## src/ecnv_pkg.sv

```systemverilog
// ----------------------------------------------------------------------------
// ecnv_pkg
// Shared types, codes and defaults of the normalized-border convolution block.
// ----------------------------------------------------------------------------
package ecnv_pkg;

   localparam int DEF_MAX_WIDTH  = 64;
   localparam int DEF_MAX_HEIGHT = 64;
   localparam int DEF_MAX_KERNEL = 5;

   // depth of the queue between front and back, a power of two
   localparam int QUEUE_DEPTH = 4;

   localparam logic [1:0] REQ_LOAD_WEIGHT = 2'd0;
   localparam logic [1:0] REQ_LOAD_PIXEL  = 2'd1;
   localparam logic [1:0] REQ_COMPUTE     = 2'd2;

   localparam logic [1:0] CSR_IMAGE_WIDTH  = 2'd0;
   localparam logic [1:0] CSR_IMAGE_HEIGHT = 2'd1;
   localparam logic [1:0] CSR_KERNEL_SIZE  = 2'd2;
   localparam logic [1:0] CSR_KERNEL_MODE  = 2'd3;

   localparam logic [6:0] RST_IMAGE_WIDTH  = 7'd64;
   localparam logic [6:0] RST_IMAGE_HEIGHT = 7'd64;
   localparam logic [2:0] RST_KERNEL_SIZE  = 3'd3;
   localparam logic       RST_KERNEL_MODE  = 1'b0;

   localparam longint OUT_MAX = 64'sd8388607;
   localparam longint OUT_MIN = -64'sd8388608;

   typedef enum logic [1:0] {
      OP_WEIGHT,
      OP_PIXEL,
      OP_QUERY
   } op_type;

   typedef struct packed {
      op_type             op;
      logic [5:0]         pos_x;
      logic [5:0]         pos_y;
      logic [4:0]         coef_index;
      logic signed [15:0] coef_value;
      logic [7:0]         pixel_value;
   } item_type;

   typedef struct packed {
      logic [6:0] image_width;
      logic [6:0] image_height;
      logic [2:0] kernel_size;
      logic       kernel_mode;
   } cfg_type;

   typedef struct packed {
      logic full;
      logic empty;
   } queue_status_type;

   typedef enum logic [2:0] {
      BK_IDLE,
      BK_TAP,
      BK_MAC,
      BK_FIN,
      BK_DIV,
      BK_OUT
   } back_state_type;

endpackage

```

## src/ecnv_queue.sv

```systemverilog
// ----------------------------------------------------------------------------
// ecnv_queue
// Short FIFO of classified operations between front and back.
// ----------------------------------------------------------------------------
module ecnv_queue (
   input  logic                       clock,
   input  logic                       reset,
   input  logic                       push,
   input  ecnv_pkg::item_type         push_item,
   input  logic                       pop,
   output ecnv_pkg::item_type         pop_item,
   output ecnv_pkg::queue_status_type status
);

   localparam int PW = $clog2(ecnv_pkg::QUEUE_DEPTH);

   ecnv_pkg::item_type entry_ff [ecnv_pkg::QUEUE_DEPTH];
   logic [PW-1:0] wr_ptr_ff, wr_ptr_in;
   logic [PW-1:0] rd_ptr_ff, rd_ptr_in;
   logic [PW:0]   count_ff, count_in;
   logic          do_push, do_pop;

   assign status.full  = (count_ff == (PW+1)'(ecnv_pkg::QUEUE_DEPTH));
   assign status.empty = (count_ff == '0);
   assign do_push      = push && !status.full;
   assign do_pop       = pop && !status.empty;
   assign pop_item     = entry_ff[rd_ptr_ff];

   always_comb begin
      wr_ptr_in = do_push ? wr_ptr_ff + 1'b1 : wr_ptr_ff;
      rd_ptr_in = do_pop ? rd_ptr_ff + 1'b1 : rd_ptr_ff;
      count_in  = count_ff;
      if (do_push && !do_pop) begin
         count_in = count_ff + 1'b1;
      end else if (do_pop && !do_push) begin
         count_in = count_ff - 1'b1;
      end
   end

   always_ff @(posedge clock) begin
      if (reset) begin
         wr_ptr_ff <= '0;
         rd_ptr_ff <= '0;
         count_ff  <= '0;
      end else begin
         wr_ptr_ff <= wr_ptr_in;
         rd_ptr_ff <= rd_ptr_in;
         count_ff  <= count_in;
      end
   end

   always_ff @(posedge clock) begin
      if (do_push) begin
         entry_ff[wr_ptr_ff] <= push_item;
      end
   end

endmodule

```

## config.mk

```make
export PLATFORM = sky130hd
export DESIGN_NAME = ecnv_queue
export DESIGN_NICKNAME = d
export VERILOG_FILES = /design/src/ecnv_pkg.sv /design/src/ecnv_queue.sv
export SDC_FILE = /design/constraint.sdc
export NUM_CORES = 1
export LEC_CHECK = 0
export BUFFER_PORTS_ARGS = -buffer_cell sky130_fd_sc_hd__buf_2
export CAP_MARGIN = 20
export CORE_ASPECT_RATIO = 1.25
export CORE_MARGIN = 10
export CORE_UTILIZATION = 57
export DETAILED_ROUTE_END_ITERATION = 12
export PLACE_DENSITY = 0.81
export SLEW_MARGIN = 15
export SYNTH_ARGS = -nofsm -noshare
export SYNTH_HDL_FRONTEND = slang
export SYNTH_SLANG_ARGS = --single-unit
```

## constraint.sdc

```tcl
create_clock -name clock -period 2.45 [get_ports clock]
set_input_delay 0.245 -clock clock [delete_from_list [all_inputs] [get_ports clock]]
set_output_delay 0.245 -clock clock [all_outputs]
set_load 0.01 [all_outputs]
```

======== After elaboration in Yosys (flattened, before gate mapping) ========
Memories as Yosys holds them, arrays and structs flattened. A register that Yosys moved wholly into a read port is not among the register bits.
Index checks and enable logic that the tools add are counted.
operators by class
  muxes and demuxes ....................... 6
  reduce and logical (&&, ||, !) cells .... 10
  equality and inequality tests ........... 1
  $add $sub $neg .......................... 4
operators with widths
  kind                                                                 number
  3-bit two-way mux                                                    2
  2-bit by 1-bit adder with 2-bit output (second input constant)       2
  1-bit logical AND                                                    4
  1-bit logical NOT                                                    4
  2-bit two-way mux                                                    2
  3-bit by 1-bit adder with 3-bit output (second input constant)       1
  3-bit == test (second input constant)                                1
  3-bit logical NOT                                                    1
  3-bit by 1-bit subtractor with 3-bit output (second input constant)  1
  1-bit two-way mux                                                    2
  2-bit nonzero test                                                   1
word-level totals
  RAM bits ................................ 172
  word-level logic and storage cells ...... 25
  bits in registers ....................... 7
  input bits .............................. 47
  memories kept ........................... 1
  output and inout port bits .............. 45
memory list
  memory    depth  width  read ports  clocked after Yosys merged registers in  wr ports  line              source
  entry_ff  4      43     1           1                                        1         ecnv_queue.sv:17  ecnv_pkg::item_type entry_ff [ecnv_pkg::QUEUE_DEPTH];

======== Depth between registers and ports, before layout ========
Gate-level depths: netlist of run 1.
  depth in word-level cells ............... 7
  mapped depth ............................ 8
  gate-level depth less buffers ........... 8

======== Worst setup path after synthesis of run 1 ========
Ideal clock, no wire load.
  path type ............................... reg2reg
  start ................................... register count_ff[0]
  end ..................................... memory entry_ff[0][0] in the netlist's numbering, enable pin
  data arrival time ....................... 1,824 ps
  path buffers ............................ 0
  stages on the path, launching flop included .. 4
  period minus slack after synthesis ...... 2,229 ps
  library setup time ...................... 405 ps
  path slack .............................. 221 ps
  path through ............................ dfxtp_1 nor3b_2 nor2_2 and2_1
RTL lines
  what                      line              source
  start: declaration        ecnv_queue.sv:20  logic [PW:0] count_ff, count_in;
  start signal: assignment  ecnv_queue.sv:48  count_ff <= count_in;
  end: declaration          ecnv_queue.sv:17

==> flow_summary.toml, run 1 <==
[status]
status = "finished clean"

[worst_setup_path]
cp_slowest_cell = "dfxtp_4"
endpoint_kind = "output pin"
crit_family = "flip-flops"
cp.buffers_inverters = 2
path_cells = "buf_4, mux4_2, buf_2"
cp-start-kind = "flip-flop"
cp.arrival_ns = 1.99
crit_type = "reg -> out"
critPathRequiredTime_ns = 2.20
cp_max_fo = 22
slowest_delay_ns = 0.63

[cells_and_area]
stdcell_count = 533
multi_input_area_um2 = 1245
area_growth_pct = 18.77
register_area_um2 = 5350
final_util_pct = 69.03
fill_cells = 699
drive_gt1_share_pct = 46.19
num-nets-final = 436

[synth]
synth_cells = 273
yosysSeqAreaShare_pct = 79.55
yosysTopAreaCell = "edfxtp_1"
synth.most_common_cell = "edfxtp_1"
synthFlopType = "edfxtp_1"
synth_edf_count = 172
synth_common_cells = "172 x edfxtp_1, 43 x mux4_2, 9 x dfxtp_1"
synth_cell_type_count = 23
yosysWarnings = 0
synth_top_area_share_pct = 76.87
syn_area_per_cell_um2 = 24.61
syn_nets = 326
async_flop_share_pct = 0
yosys_register_bits = 181
synthTopCellsByArea = "edfxtp_1 77%, mux4_2 14%, dfxtp_1 2.7%"
synth_area_um2 = 6719

[floorplan]
initial_core_util_pct = 58.12
dieWidth_um = 117.1
io_pins = 92
dieArea_um2 = 16560
core_um2 = 11560
fp-row-count = 44
die_y_um = 141.4

[clock_tree]
h-tree-depth = 4
cts_root_buffer = "clkbuf_16"
cts_tree = "done"
postCtsSetupBuffers = 0
post_cts_resized = 0
max-clock-path-buffers = 2
numCtsBuffers = 17
clk_pin_slew_ns = 0.06
cts_sinks = 181
insertion_delay_ns = 0.42
holdBufCountCts = 0

[placement]
place.gp.congestion = 0.7093
post-dp-hpwl_um = 7622
dp.cells = 502
port_buffers = 91

[drt]
drtPass1Iterations = 4
ant_nets = 0
wl_um = 12000
drcViolationCount = 0
via_per_inst = 5.720
first_iter_violations = 177
routedWlPerCell_um = 22.51
dr_total_vias = 3049

[run]
cap_violations = 0

[timing]
maxSlewViolCount = 0
finalCritPeriodShare_pct = 91.09
rsz0062_at_grt = "no"
final-hold-violation-count = 0
setup_viol_count_final = 0
worstMarginPinSlew_ns = 0.5027
min_period_ns = 2.232
fmax_mhz = 448.1
max-slew-margin-rel_pct = 66.49
final.setup.tns_ns = 0
skew_ns = 0.007642

[global_routing]
grt_use_total_pct = 15.35
antenna_found_initial = 3
grt_max_degree = 44
grt_pass1_wl_um = 18530
grt.overflow.total = 0
grt_pass1_vias = 3336

[power_and_ir_drop]
p_leak_uw = 0.002733
power_density_nw_per_um2 = 1070
vdd_ir_drop_max_v = 0.0005300

[hold_path]
hp-class = "in -> reg"
[through the flow]
| step | setup WS [ns] | hold slack [ns] | cell area (um^2) | power (uW) |
|---|---|---|---|---|
| after floorplan | 0.2208 | 0.3439 | 6719 | 5235 |
| after global placement | 0.4193 | 0.4534 | 7371 | 5814 |
| after detailed placement | 0.2551 | 0.4616 | 7371 | 5872 |
| after CTS | 0.1481 | 0.02404 | 7978 | 8636 |
| after global routing | 0.07296 | 0.02289 | 7980 | 8897 |
| final | 0.2182 | 0.03801 | 7980 | 8536 |
[worst paths after layout]
check / startpoint / endpoint / slack (ns) / depth (start not counted)
hold / removal: push_item[34] / entry_ff[1][34]$_DFFE_PP_ / 0.04 / 1
setup / recovery: flip-flop / pop_item[26] / 0.22 / 3
setup reg to reg: count_ff[0]$_SDFFE_PP0P_ / count_ff[2]$_SDFFE_PP0P_ / 0.24 / 8
hold reg to reg: rd_ptr_ff[1]$_SDFFE_PP0P_ / rd_ptr_ff[1]$_SDFFE_PP0P_ / 0.53 / 2
[area by class of cell]
type / count / share of cell area, %
Timing Repair Buffer: 102 / 7.369
Inverter: 4 / 0.1881
Clock buffer: 17 / 5.331
Sequential cell: 181 / 67.04
Antenna cell: 1 / 0.03136
Multi-Input combinational cell: 77 / 15.60
Clock inverter: 13 / 2.273
Tap cell: 138 / 2.164
[where the power goes]
part	leakage (uW)	internal (uW)	switching (uW)
logic	0.000794	949	873
clock network	0.000287	1700	1080
registers	0.00165	3730	215
total	0.00273	6370	2160
[kinds of logic (layout without fill, tap and decap cells)]
logic type                 after synthesis  in the layout  synth area share (%)
xor gates and xnor gates                 4              4                0.5214
adders and majority gates                6              6                 1.229
muxes                                   45             45                 14.71
and+or+nand+nor                         16             16                 1.378
other                                    0              1                     0
buffers and inverters                   15            136                 1.993
DFF                                    181            181                 79.55
AOI/OAI and AO/OA                        6              6                0.6145
[routing by layer]
metal,vias to the layer above,global-route usage [%],part of all wire (%)
li1,1362,-,-
met1,1588,17.25,38
met2,82,25.84,55
met3,15,5.443,5.2
met4,2,6.323,1.6
met5,-,0,0.10
[flip-flops by register name, summed over array words and instances, names as in the netlist, named ones only]
name and flops:
rd_ptr_ff 2, entry_ff 172, count_ff 3, wr_ptr_ff 2
[cells in the final DEF, fill, tap and decap left out]
cell type   instances
clkbuf_16          17
o311ai_1            1
edfxtp_1          172
buf_2              91
clkinv_1            2
mux2i_1             2
dfxtp_4             1
nor3_1              1
mux4_2             43
a21oi_1             2
clkinvlp_4          3
ha_1                5
or3_1               2
nor2_2              1
nand2b_1            2
o21ai_0             2
dfxtp_2             1
xor2_1              4
fa_1                1
and2_2              4
inv_6               3
inv_1               4
nor3b_2             1
bufinv_16           4
o31ai_2             1
clkinv_2            1
diode_2             1
nor2_1              5
buf_12              4
buf_4               7
dfxtp_1             7
Note: power is estimated with default switching activity, not from simulation.
==> run 2: changes to the inputs <==
--- a/config.mk
+++ b/config.mk
@@ -7,10 +7,9 @@
 export LEC_CHECK = 0
 export BUFFER_PORTS_ARGS = -buffer_cell sky130_fd_sc_hd__buf_2
 export CAP_MARGIN = 20
-export CORE_ASPECT_RATIO = 1.25
-export CORE_MARGIN = 10
 export CORE_UTILIZATION = 57
 export DETAILED_ROUTE_END_ITERATION = 12
+export GPL_TIMING_DRIVEN = 0
 export PLACE_DENSITY = 0.81
 export SLEW_MARGIN = 15
 export SYNTH_ARGS = -nofsm -noshare
==> flow_summary.toml, run 2 (synthesized netlist as in run 1, its figures left out) <==
[global_routing]
grt_max_degree = 27
antenna_found_initial = 1
grt.overflow.total = 0
grt_pass1_vias = 3347
grt_pass1_wl_um = 17620
grt_use_total_pct = 19.82

[power_and_ir_drop]
power_frac_seq_pct = 44.9
p_switching_uw = 2116
p_comb_share_pct = 23.2
intPower_uw = 6401
p_leak_uw = 0.002754
vdd_ir_drop_max_v = 0.0007645
switching_share_pct = 24.84
p_clk_share_pct = 31.8
power_density_nw_per_um2 = 1060

[floorplan]
fp-row-count = 39
die_y_um = 110.6
initial_core_util_pct = 58.59
dieWidth_um = 110.6
core_um2 = 11470
io_pins = 92
dieArea_um2 = 12230

[clock_tree]
numCtsBuffers = 17
h-tree-depth = 4
cts_tree = "done"
postCtsSetupBuffers = 0
holdBufCountCts = 0
max-clock-path-buffers = 2
clk_pin_slew_ns = 0.06
cts_sinks = 181
cts_root_buffer = "clkbuf_16"
post_cts_resized = 0
insertion_delay_ns = 0.43

[worst_setup_path]
crit_type = "reg -> reg"
endpoint_kind = "flip-flop"
cp.arrival_ns = 2.65
slowest_delay_ns = 0.50
cp-start-kind = "flip-flop"
path_cells = "nor3b_2, nor2_2, ha_1, inv_1, fa_1, xor2_1, or3_1, a21oi_1"
rrSetupSlack_ns = 0.15
cp_max_fo = 6
cp_slowest_cell = "dfxtp_1"
critPathRequiredTime_ns = 2.80

[run]
cap_violations = 0

[placement]
post_dp_cell_area_um2 = 7441
post-dp-hpwl_um = 6820
place.gp.congestion = 0.7503
port_buffers = 90

[cells_and_area]
num-nets-final = 439
layout_commonest_cell = "edfxtp_1"
area_growth_pct = 19.61
largest-register = "entry_ff"
drive_gt1_share_pct = 45.36
top_regs = "entry_ff: 172 flops, count_ff: 3 flops"
layout_common_cells = "172 x edfxtp_1, 94 x buf_2, 43 x mux4_2, 17 x clkbuf_16, 9 x dfxtp_1"
final_util_pct = 70.08
largest_register_ffs = 172
fin_area_um2 = 8036
diodes = 0

[drt]
drcViolationCount = 0
first_iter_violations = 169
wl_um = 11050
ant_nets = 0
routedWlPerCell_um = 20.39
drtPass1Iterations = 4
via_per_inst = 5.666
dr_total_vias = 3071

[status]
status = "finished clean"

[timing]
maxSlewViolCount = 0
max-slew-margin-rel_pct = 47.44
finalCritPeriodShare_pct = 94.01
whs_ns = 0.02941
worstMarginPinSlew_ns = 0.7884
fmax_mhz = 434.2
rsz0062_at_grt = "no"
final.setup.tns_ns = 0
setup_viol_count_final = 0
final-hold-violation-count = 0
min_period_ns = 2.303
skew_ns = 0.004280

[hold_path]
hp-class = "in -> reg"
[run 2: final timing paths]
path                                                 from                        end  cells after the start
worst max register to register   count_ff[0]$_SDFFE_PP0P_   count_ff[2]$_SDFFE_PP0P_                      8
worst max-delay path             count_ff[0]$_SDFFE_PP0P_   count_ff[2]$_SDFFE_PP0P_                      8
worst min register to register  wr_ptr_ff[0]$_SDFFE_PP0P_  wr_ptr_ff[0]$_SDFFE_PP0P_                      2
worst min-delay path                         push_item[1]   entry_ff[0][1]$_DFFE_PP_                      1
[run 2: metal layers]
metal  track usage, %  vias up  share of wire (%)
li1                 -     1374                  -
met1            25.22     1592                 42
met2            32.34       85                 51
met3            5.818       18                5.0
met4            8.000        2                1.7
met5                0        -               0.11
[run 2: metrics by stage]
step           power (uW)  worst slack [ns]  instances
3_3_place_gp         5833           -0.5967        506
4_1_cts              8608            0.1551        542
6_report             8517            0.1469        542
3_5_place_dp         5919            0.1968        510
2_1_floorplan        5235            0.2208        273
5_1_grt              8866           0.07585        542
[run 2: final cells by class]
class | count | area, um^2
Clock inverter | 9 | 127.6
Sequential cell | 181 | 5345
Fill cell | 698 | 3431
Tap cell | 143 | 178.9
Multi-Input combinational cell | 77 | 1245
Buffer | 11 | 118.9
Inverter | 4 | 15.01
Timing Repair Buffer | 94 | 538.0
Clock buffer | 23 | 467.9
[run 2: power groups by stage]
stage | Clock [uW] | Combinational, uW | Sequential (uW)
global route | 2870 | 2140 | 3850
CTS | 2750 | 2030 | 3830
floorplan | 0 | 1370 | 3870
finish | 2710 | 1980 | 3830
detailed placement | 0 | 2020 | 3890
global placement | 0 | 1950 | 3890
[run 2: worst max-delay path: cells and delay by family, from the launching register on]
family / cells / cell delay [ns]
AO/OA/AOI/OAI: 1 / 0.17
XOR/XNOR: 1 / 0.16
adder cells (fa/ha/maj): 2 / 0.63
buffers and inverters: 1 / 0.07
flip-flops: 1 / 0.50
AND/OR/NAND/NOR: 3 / 0.69
==> run 3: changes to the inputs <==
--- a/config.mk
+++ b/config.mk
@@ -5,9 +5,12 @@
 export SDC_FILE = /design/constraint.sdc
 export NUM_CORES = 1
 export LEC_CHECK = 0
+export ABC_AREA = 1
 export BUFFER_PORTS_ARGS = -buffer_cell sky130_fd_sc_hd__buf_2
 export CAP_MARGIN = 20
-export CORE_UTILIZATION = 57
+export CELL_PAD_IN_SITES_DETAIL_PLACEMENT = 2
+export CELL_PAD_IN_SITES_GLOBAL_PLACEMENT = 2
+export CORE_UTILIZATION = 40
 export DETAILED_ROUTE_END_ITERATION = 12
 export GPL_TIMING_DRIVEN = 0
 export PLACE_DENSITY = 0.81
==> flow_summary.toml, run 3 <==
[status]
status = "finished clean"

[worst_setup_path]
rrSetupSlack_ns = 0.16
r2r_cells = 9
cp.buffers_inverters = 2
cp_slowest_cell = "fa_1"
path_cells = "nor2_1, nand2_1, nand2_2, inv_1, ha_1, inv_1, fa_1, o21ai_0, nor2_1"
cp-start-kind = "flip-flop"
r2r_start = "count_ff[1]$_SDFFE_PP0P_"
crit_type = "reg -> reg"
slowest_delay_ns = 0.44
r2r-end = "count_ff[1]$_SDFFE_PP0P_"
endpoint_kind = "flip-flop"
cp.arrival_ns = 2.61
critPathRequiredTime_ns = 2.77
cp_max_fo = 5
crit_family = "adder cells"

[global_routing]
grt_pass1_wl_um = 30660
grt.overflow.total = 0
grt_pass1_vias = 5278
antenna_found_initial = 5
grt_max_degree = 21
grt_use_total_pct = 24.02

[clock_tree]
cts_tree = "done"
insertion_delay_ns = 0.43
cts_sinks = 181
max-clock-path-buffers = 2
holdBufCountCts = 0
cts_root_buffer = "clkbuf_16"
postCtsSetupBuffers = 0
h-tree-depth = 4
numCtsBuffers = 17
clk_pin_slew_ns = 0.06

[synth]
yosysSeqAreaShare_pct = 78.11
yosysTopAreaCell = "edfxtp_1"
synth_edf_count = 172
yosysWarnings = 0
syn_nets = 538
synth_top_area_share_pct = 75.48
yosys_register_bits = 181
synth_cell_type_count = 19
async_flop_share_pct = 0
syn_area_per_cell_um2 = 14.11
synth_common_cells = "172 x edfxtp_1, 100 x nor2_1, 80 x o21ai_0"
synthFlopType = "edfxtp_1"
synth_cells = 485
synthTopCellsByArea = "edfxtp_1 75%, o21ai_0 5.9%, nor2_1 5.5%"
synth.most_common_cell = "edfxtp_1"
synth_area_um2 = 6843

[timing]
setup_viol_count_final = 0
fmax_mhz = 436.7
worstMarginPinSlew_ns = 0.6418
final.setup.tns_ns = 0
final-hold-violation-count = 0
whs_ns = 0.02687
skew_ns = 0.006969
maxSlewViolCount = 0
min_period_ns = 2.290
max-slew-margin-rel_pct = 57.11
finalCritPeriodShare_pct = 93.46

[drt]
first_iter_violations = 192
ant_nets = 0
drcViolationCount = 0
wl_um = 19770
drtPass1Iterations = 4
routedWlPerCell_um = 23.57
dr_total_vias = 4547
via_per_inst = 5.420

[cells_and_area]
largest_register_ffs = 172
area_growth_pct = 23.00
drive_gt1_share_pct = 24.84
stdcell_count = 839
num-nets-final = 656
layout_commonest_cell = "edfxtp_1"
largest-register = "entry_ff"
register_area_um2 = 5345
layout_common_cells = "172 x edfxtp_1, 96 x nor2_1, 96 x buf_2, 80 x o21ai_0, 43 x o22ai_1"
multi_input_area_um2 = 1303
top_regs = "entry_ff: 172 flops, count_ff: 3 flops"
fill_cells = 1589

[floorplan]
core_um2 = 16640
initial_core_util_pct = 41.12
fp-row-count = 47
dieWidth_um = 132.8
io_pins = 92
dieArea_um2 = 17630
die_y_um = 132.8

[hold_path]
hold_depth = 1
hp-class = "in -> reg"
min-delay-start = "push_item[31]"
hold_end = "entry_ff[3][31]$_DFFE_PP_"

[placement]
port_buffers = 91
place.gp.congestion = 0.7265
dp.cells = 804
post-dp-hpwl_um = 12870

[power_and_ir_drop]
power_density_nw_per_um2 = 1077
vdd_ir_drop_max_v = 0.0006081
report.power.total_uw = 9063
p_leak_uw = 0.003033

[run]
cap_violations = 0
==> run 3: cell types whose count changed after synthesis, sizes merged, moves of 14 or more <==
cell,before,now
mux4,43,0
nand2,0,15
nor2,6,100
o21ai,2,87
inv,4,18
o22ai,0,43
==> run 3: layer usage <==
metal	track usage [%]	share of wire, %
met5	0	0.15
met4	10.79	2.8
met3	5.441	3.9
met2	43.51	54
met1	26.81	39
==> run 3: worst reg2reg max path, cell delays in order (launching register included) <==
cell and delay, ns:
dfxtp_1 0.34, nor2_1 0.19, nand2_1 0.17, nand2_2 0.24
inv_1 0.15, ha_1 0.24, inv_1 0.10, fa_1 0.44
o21ai_0 0.26, nor2_1 0.06
==> run 3: how the worst max path moves through the flow <==
stage / start / end / slack (ns) / cells after the start
CTS: flip-flop / pop_item[6] / 0.05 / 5
detailed placement: count_ff[1]$_SDFFE_PP0P_ / count_ff[1]$_SDFFE_PP0P_ / -0.003 / 9
finish: count_ff[1]$_SDFFE_PP0P_ / count_ff[1]$_SDFFE_PP0P_ / 0.16 / 9
global placement: count_ff[0]$_SDFFE_PP0P_ / entry_ff[0][11]$_DFFE_PP_ / -2.14 / 4
floorplan: count_ff[0]$_SDFFE_PP0P_ / entry_ff[0][0]$_DFFE_PP_ / -0.46 / 4
global route: flip-flop / pop_item[42] / -0.006 / 4
==> run 3: per-stage QoR <==
stage / utilization, % / setup slack, ns / cell area [um^2]
final: 50.58 / 0.1602 / 8417
after global routing: 50.56 / -0.006475 / 8414
after CTS: 50.51 / 0.04566 / 8406
after detailed placement: 46.97 / -0.003353 / 7816
after global placement: 45.51 / -2.139 / 7574
after floorplan: - / -0.4620 / 6843
==> run 3: layout make-up <==
| class | instances | area share (%) |
|---|---|---|
| diodes | 3 | 0.08919 |
| plain buffers | 26 | 1.947 |
| clock buffers | 17 | 5.054 |
| clock inverters | 15 | 1.918 |
| inverters | 18 | 0.8027 |
| multi-input cells | 260 | 15.47 |
| flip-flops and latches | 181 | 63.51 |
| well taps | 220 | 3.270 |
| repair buffers | 99 | 7.938 |
==> run 3: repair_timing <==
action                     CTS  global route
setup endpoints to repair    1             6
pin swaps                    0             0
gates resized for setup      1             7
==> run 3: kinds of logic (layout without fill, tap and decap cells) <==
group / count (synthesis) / in the layout / synth area share [%]
buf+inv: 44 / 175 / 3.328
flops: 181 / 181 / 78.11
fa+ha+maj: 6 / 6 / 1.207
simple gates: 120 / 120 / 6.711
other cells: 0 / 3 / 0
xor+xnor: 1 / 1 / 0.1280
compound gates: 133 / 133 / 10.51
==> run 3: power breakdown <==
part / internal, uW / total [uW] / switching, uW
Sequential: 3760 / 3890 / 130
Clock: 1590 / 2750 / 1160
Combinational: 828 / 2420 / 1600
Total: 6180 / 9060 / 2880
